==> src/plms_ram.sv <==
// generic simple dual port ram with registered read
`default_nettype none

module plms_ram #(
  parameter int WIDTH = 8,
  parameter int DEPTH = 16
) (
  input  logic                                   clk_i,
  input  logic                                   we_i,
  input  logic [(DEPTH > 1 ? $clog2(DEPTH) : 1)-1:0] waddr_i,
  input  logic [WIDTH-1:0]                       wdata_i,
  input  logic [(DEPTH > 1 ? $clog2(DEPTH) : 1)-1:0] raddr_i,
  output logic [WIDTH-1:0]                       rdata_o
);

  logic [WIDTH-1:0] mem_q [DEPTH];

  // write port and registered read port
  always_ff @(posedge clk_i) begin
    if (we_i) begin
      mem_q[waddr_i] <= wdata_i;
    end
    rdata_o <= mem_q[raddr_i];
  end

endmodule

`default_nettype wire

==> config.mk <==
export PLATFORM = sky130hd
export DESIGN_NAME = plms_ram
export DESIGN_NICKNAME = d
export VERILOG_FILES = /design/src/plms_ram.sv
export SDC_FILE = /design/constraint.sdc
export NUM_CORES = 1
export LEC_CHECK = 0
export ABC_AREA = 1
export BUFFER_PORTS_ARGS = -buffer_cell sky130_fd_sc_hd__clkbuf_2
export CAP_MARGIN = 20
export CORE_MARGIN = 1.5
export CORE_UTILIZATION = 55
export DETAILED_ROUTE_END_ITERATION = 6
export PLACE_DENSITY = 0.68
export SLEW_MARGIN = 25
export SYNTH_ARGS = -nofsm -noshare
export SYNTH_HDL_FRONTEND = slang
export SYNTH_SLANG_ARGS = --single-unit
==> constraint.sdc <==
create_clock -name clk_i -period 3.21 [get_ports clk_i]
set_input_delay 0.4815 -clock clk_i [delete_from_list [all_inputs] [get_ports clk_i]]
set_output_delay 0.4815 -clock clk_i [all_outputs]
set_load 0.01 [all_outputs]
==> results of run 1 <==
==> cell families after synthesis <==
family        Yosys count
flops                 136
simple gates          289
buf+inv               126
==> power groups by stage <==
stage | clock, µW | sequential [µW] | combinational [µW]
floorplan | 0 | 2040 | 140
global placement | 0 | 2030 | 230
detailed placement | 0 | 2030 | 233
CTS | 1980 | 2000 | 235
global route | 2040 | 2000 | 261
finish | 1970 | 2000 | 234
==> cell type report <==
cell class                 instances  area [µm²]  area share
sequential                       136        4000       0.614
clock buffer                      17         414      0.0636
timing repair buffer              28         148      0.0227
tap                              136         170      0.0261
inverter                         102         383      0.0588
clock inverter                    15         184      0.0282
multi-input combinational        289        1210       0.186
==> per-layer routing <==
layer / up-vias / wire (µm)
met1: 1821 / 5370
met2: 137 / 6250
met5: - / 0
met3: 25 / 914
li1: 1820 / -
met4: 0 / 288
==> sequential cells by signal, summed over array words and instances (netlist names) <==
register and count:
mem_q 128, rdata_o 8
==> metrics by stage <==
step	instance area [µm²]	std cells	hold slack (ps)
floorplan	5770	551	580
global placement	5920	691	630
detailed placement	5920	691	645
CTS	6520	723	340
global route	6520	723	353
finish	6520	723	347
==> worst min-delay path: stages <==
cell and delay (ps):
clkbuf_2 180, nand3_1 120, nand2_1 40
==> path summary, 6_finish.rpt <==
check               startpoint    endpoint  slack (ps)  depth (start not counted)
setup / recovery    raddr_i[0]  rdata_o[6]        1660                          8
hold / removal      raddr_i[3]  rdata_o[5]         350                          3
setup reg to reg   mem_q[1][6]  rdata_o[6]        2130                          6
hold reg to reg   mem_q[12][2]  rdata_o[2]         660                          6
==> placed cells by master (no fill, tap or decap) <==
cell type and count:
clkinv_2 4, nand3b_1 2, clkinvlp_4 2, nand3_1 97, dfxtp_1 8, clkbuf_2 25, inv_2 2, buf_4 3
bufinv_16 4, edfxtp_1 128, nand2_1 173, inv_1 100, clkbuf_8 1, clkinv_1 3, clkbuf_16 16, clkinv_4 2
nor2_1 17
==> results.json, run 1 <==
{
  "synth_simple_gate_area_frac": 0.210,
  "cts.reportedPaths.clkPinSlew_ps": 60,
  "gr-usage-met2": 0.400,
  "holdCritPathClass": "primary input to flop",
  "rows": 37,
  "fmax_mhz": 645,
  "cp_top_family": "buffers and inverters",
  "cts_tree": "built",
  "clock_skew_ps": 4.59,
  "cts_resized": 0,
  "fillers": 809,
  "syn-instance-count": 551,
  "synthFlopType": "edfxtp_1",
  "post-route-period-util": 0.483,
  "numCtsBuffers": 17,
  "synth_xor_xnor_area_share": 0,
  "postLayoutCoreUtil": 0.637,
  "cpPeakStageDelay_ps": 580,
  "min_period_ps": 1550,
  "power_frac_comb": 0.056,
  "route.detailed.wl_per_inst_um": 17.7,
  "die_h_um": 105,
  "grt_pass1_vias": 3749,
  "synth_enable_flop_cells": 128,
  "synth_top_cell_by_area": "edfxtp_1",
  "clk_latency_ps": 530,
  "intPower_uw": 3300,
  "met1_usage": 0.347,
  "critPathBufInv": 3,
  "routed_wl_um": 12800,
  "critPathLaunchType": "primary input",
  "worstPathMaxFanout": 47,
  "drive_gt1_frac": 0.101,
  "synth.avg_cell_area_um2": 10.5,
  "grt-busiest-layer": "met2",
  "die_x_um": 105,
  "n_antenna_cell": 0,
  "clock_sinks": 136,
  "ys_top_cells_by_area": "edfxtp_1, nand2_1, nand3_1",
  "gp_congestion": 0.832,
  "drv_cap": 0,
  "worstSetupPathType": "primary input to flop",
  "synthAdderAreaFrac": 0,
  "async_flop_share": 0,
  "clkPwrFrac": 0.468,
  "post-cts-setup-buffers": 0,
  "yosysTopAreaCellShare": 0.667,
  "gr-usage-met3": 0.0563,
  "switching_share": 0.215,
  "outcome": "complete, no violations",
  "grt_overflow": 0,
  "crit_path_frequent_cell": "nand3_1",
  "yosys_warnings": 0,
  "cp.required_ps": 3630,
  "worstSetupEndpointType": "flop",
  "crit_chain": "clkbuf_2 -> inv_2 -> buf_4 -> nand2_1 -> nand3_1 -> nand3_1 -> nand3_1 -> nand2_1",
  "grt_max_degree": 65,
  "synth_compound_area_frac": 0,
  "num_vias": 3803,
  "initial_core_util": 0.564,
  "grt.total_usage": 0.254,
  "place_ws_ps": 1160,
  "firstDrtPassIters": 5,
  "dieArea_um2": 11100,
  "syn_nets": 569,
  "clock-root-buffer": "clkbuf_8",
  "synth_mux_area_frac": 0,
  "power_frac_seq": 0.476,
  "hold_buffers": 0,
  "vdd_drop_max_mv": 0.372,
  "yosysMostFrequentCell": "nand2_1",
  "power.switching_uw": 901,
  "rsz0062_at_grt": "no",
  "power.total_uw": 4200,
  "cp.arrival_ps": 1970,
  "area_delta_synth_final_pct": 13.0,
  "core_um2": 10200,
  "fin_ws_ps": 1660,
  "seq_area_frac_synth": 0.694,
  "setup_viol": 0,
  "hold_violations": 0,
  "via_per_inst": 5.26,
  "cts.htree.levels": 4,
  "powerDensity_nw_per_um2": 644,
  "drc": 0,
  "syn-cell-area_um2": 5770,
  "port_buffers": 25,
  "tightest_slew_ps": 953,
  "synth_top_family_by_area": "simple AND/OR/NAND/NOR gates",
  "synth-seq-cells": 136,
  "grt_pass1_wl_um": 20500,
  "antenna_found_initial": 0,
  "ys_types": 12,
  "slowest_stage": "inv_2",
  "slew_headroom": 0.363,
  "drt_iter0_markers": 382,
  "ioPinCount": 26,
  "nNetsFinal": 592,
  "postRouteAntennaNets": 0,
  "p_leak_uw": 0.00282,
  "finalMaxSlewViolations": 0,
  "setup_tns_ps": 0,
  "hpwl_um": 7680,
  "yosys-top-cells-count": "nand2_1, edfxtp_1, inv_1",
  "cts_max_path_buffers": 2
}
Note: power is estimated with default switching activity, not from simulation.
==> run 2, diff against run 1 <==
- ABC_AREA: 1 -> 0
- CORE_UTILIZATION: 55 -> 54
- PLACE_DENSITY: 0.68 -> 0.7
- clock period: 3.21 -> 1.3 ns (I/O delays scaled with it)
==> results.json, run 2 <==
{
  "rows": 35,
  "instances_no_fill": 439,
  "initial_core_util": 0.557,
  "clkPwrFrac": 0.513,
  "switching_share": 0.186,
  "largest_reg_flops": 128,
  "n_antenna_cell": 0,
  "r2r-end": "rdata_o[4]",
  "routed_wl_um": 10800,
  "holdPathStages": 1,
  "nNetsFinal": 315,
  "hpwl_um": 6490,
  "power.switching_uw": 2090,
  "cts.htree.levels": 4,
  "drive_gt1_frac": 0.429,
  "grt_overflow": 0,
  "synth_enable_flop_cells": 128,
  "synth-seq-cells": 136,
  "die_x_um": 101,
  "postLayoutCoreUtil": 0.693,
  "hold_start": "wdata_i[0]",
  "min_period_ps": 1290,
  "rrSetupSlack_ps": 8,
  "holdCritPathClass": "primary input to flop",
  "largest-register": "mem_q",
  "drv_cap": 0,
  "dieArea_um2": 10100,
  "syn_nets": 247,
  "tightest_slew_ps": 988,
  "cp.arrival_ps": 1690,
  "intPower_uw": 9130,
  "synthFlopType": "edfxtp_1",
  "async_flop_share": 0,
  "worstPathMaxFanout": 1,
  "synth.avg_cell_area_um2": 22.5,
  "syn-cell-area_um2": 5150,
  "outcome": "complete, no violations",
  "grt_max_degree": 23,
  "r2r_cells": 3,
  "clk_latency_ps": 510,
  "seq_area_frac_synth": 0.778,
  "yosysMostFrequentCell": "edfxtp_1",
  "port_buffers": 25,
  "clock-root-buffer": "clkbuf_8",
  "worstSetupPathType": "flop to flop",
  "dp.cells": 407,
  "largestRegisters": "mem_q (128), rdata_o (8)",
  "rr_startpoint": "mem_q[11][4]",
  "vdd_drop_max_mv": 1.11,
  "postRouteAntennaNets": 0,
  "via_per_inst": 5.81,
  "syn-instance-count": 229,
  "die_h_um": 101,
  "ys_top_cells_by_area": "edfxtp_1, mux4_2, mux4_1",
  "power.total_uw": 11200,
  "final_common_cell": "edfxtp_1",
  "ys_types": 19,
  "drt_iter0_markers": 269,
  "ioPinCount": 26,
  "num_vias": 2551,
  "fmax_mhz": 774,
  "design_area_um2": 6410,
  "yosysTopAreaCellShare": 0.747,
  "cts_max_path_buffers": 2,
  "grt.total_usage": 0.236,
  "finalMaxSlewViolations": 0,
  "placed_cell_area_um2": 5690,
  "route.detailed.wl_per_inst_um": 24.5,
  "yosys_warnings": 0,
  "power_frac_seq": 0.440,
  "gp_congestion": 0.752,
  "setup_viol": 0,
  "grt_pass1_wl_um": 16100,
  "yosys-top-cells-count": "edfxtp_1, mux4_2, a22oi_1",
  "grt_pass1_vias": 2685,
  "min_to": "mem_q[8][0]",
  "p_leak_uw": 0.00220,
  "cp.required_ps": 1700,
  "post-route-period-util": 0.994,
  "rsz0062_at_grt": "yes",
  "crit_start": "mem_q[11][4]",
  "cts_tree": "built",
  "worstSetupEndpointType": "flop",
  "area_delta_synth_final_pct": 24.5,
  "critPathLaunchType": "flop",
  "synth_top_cell_by_area": "edfxtp_1",
  "drc": 0,
  "clock_sinks": 136,
  "hold_violations": 0,
  "core_um2": 9240,
  "final_cell_mix": "edfxtp_1, buf_4, mux4_2",
  "firstDrtPassIters": 5,
  "clock_skew_ps": 11.4,
  "slew_headroom": 0.339,
  "power_frac_comb": 0.047,
  "cts.reportedPaths.clkPinSlew_ps": 60,
  "powerDensity_nw_per_um2": 1750,
  "antenna_found_initial": 0,
  "numCtsBuffers": 17
}
## run 2: cell count changes in the layout (fill, tap and decap cells not counted), moves of 7 or more
cell and delta:
nand3_1 -96, a22oi_1 +8, nand2_1 -164, buf_4 +27, nor2_1 -7, inv_1 -100, a22oi_2 +8, mux4_2 +28
## run 2: per-layer routing
metal	GRT usage	routed length, µm	up-vias
li1	-	-	1099
met1	0.315	4490	1320
met2	0.380	5460	114
met3	0.0569	594	18
met4	0.0964	219	0
met5	0	0	-
## run 2: repair_timing
item                       in CTS  in global routing
pin swaps                       1                  2
buffers inserted                0                  0
gates resized for setup         9                  9
setup endpoints to repair       5                  6
hold buffers                    0                  0
## run 2: power by group through the flow
| stage | combinational (µW) | sequential (µW) | clock (µW) |
|---|---|---|---|
| global placement | 482 | 5020 | 0 |
| global route | 566 | 4950 | 5990 |
| CTS | 519 | 4940 | 5790 |
| finish | 524 | 4940 | 5750 |
| detailed placement | 498 | 5030 | 0 |
| floorplan | 257 | 5030 | 0 |
## run 2: how the worst max path moves through the flow
stage,endpoint,slack [ps],depth (start not counted)
after floorplan,rdata_o[1],-30,5
after global placement,rdata_o[4],-330,5
after detailed placement,rdata_o[3],-330,5
after CTS,rdata_o[3],-10,3
after global routing,rdata_o[3],-30,3
final,rdata_o[4],8,3
## run 2: worst max-delay path: stages, from the launching register on
cell	delay [ps]
edfxtp_1	370
mux4_2	490
a22oi_2	250
nand2_1	70
## run 2: through the flow
step	hold slack [ps]	TNS (ps)	worst slack (ps)
after global routing	126	-95.0	-32.9
after detailed placement	583	-5250	-332
after CTS	102	-10.7	-10.7
final	111	0	7.96
after floorplan	294	-213	-31.5
after global placement	586	-3990	-335
## run 2: cell families after synthesis
group	Yosys count	share of synthesized area
mux	32	0.150
simple gates	35	0.0318
compound gates	16	0.0233
flops	136	0.778
buf+inv	10	0.0168
## run 2: final cells by class
| class | count | area, µm² |
|---|---|---|
| well taps | 129 | 161 |
| repair buffers | 59 | 430 |
| flip-flops and latches | 136 | 4000 |
| fillers | 588 | 2830 |
| multi-input cells | 83 | 1100 |
| clock buffers | 20 | 445 |
| clock inverters | 12 | 269 |
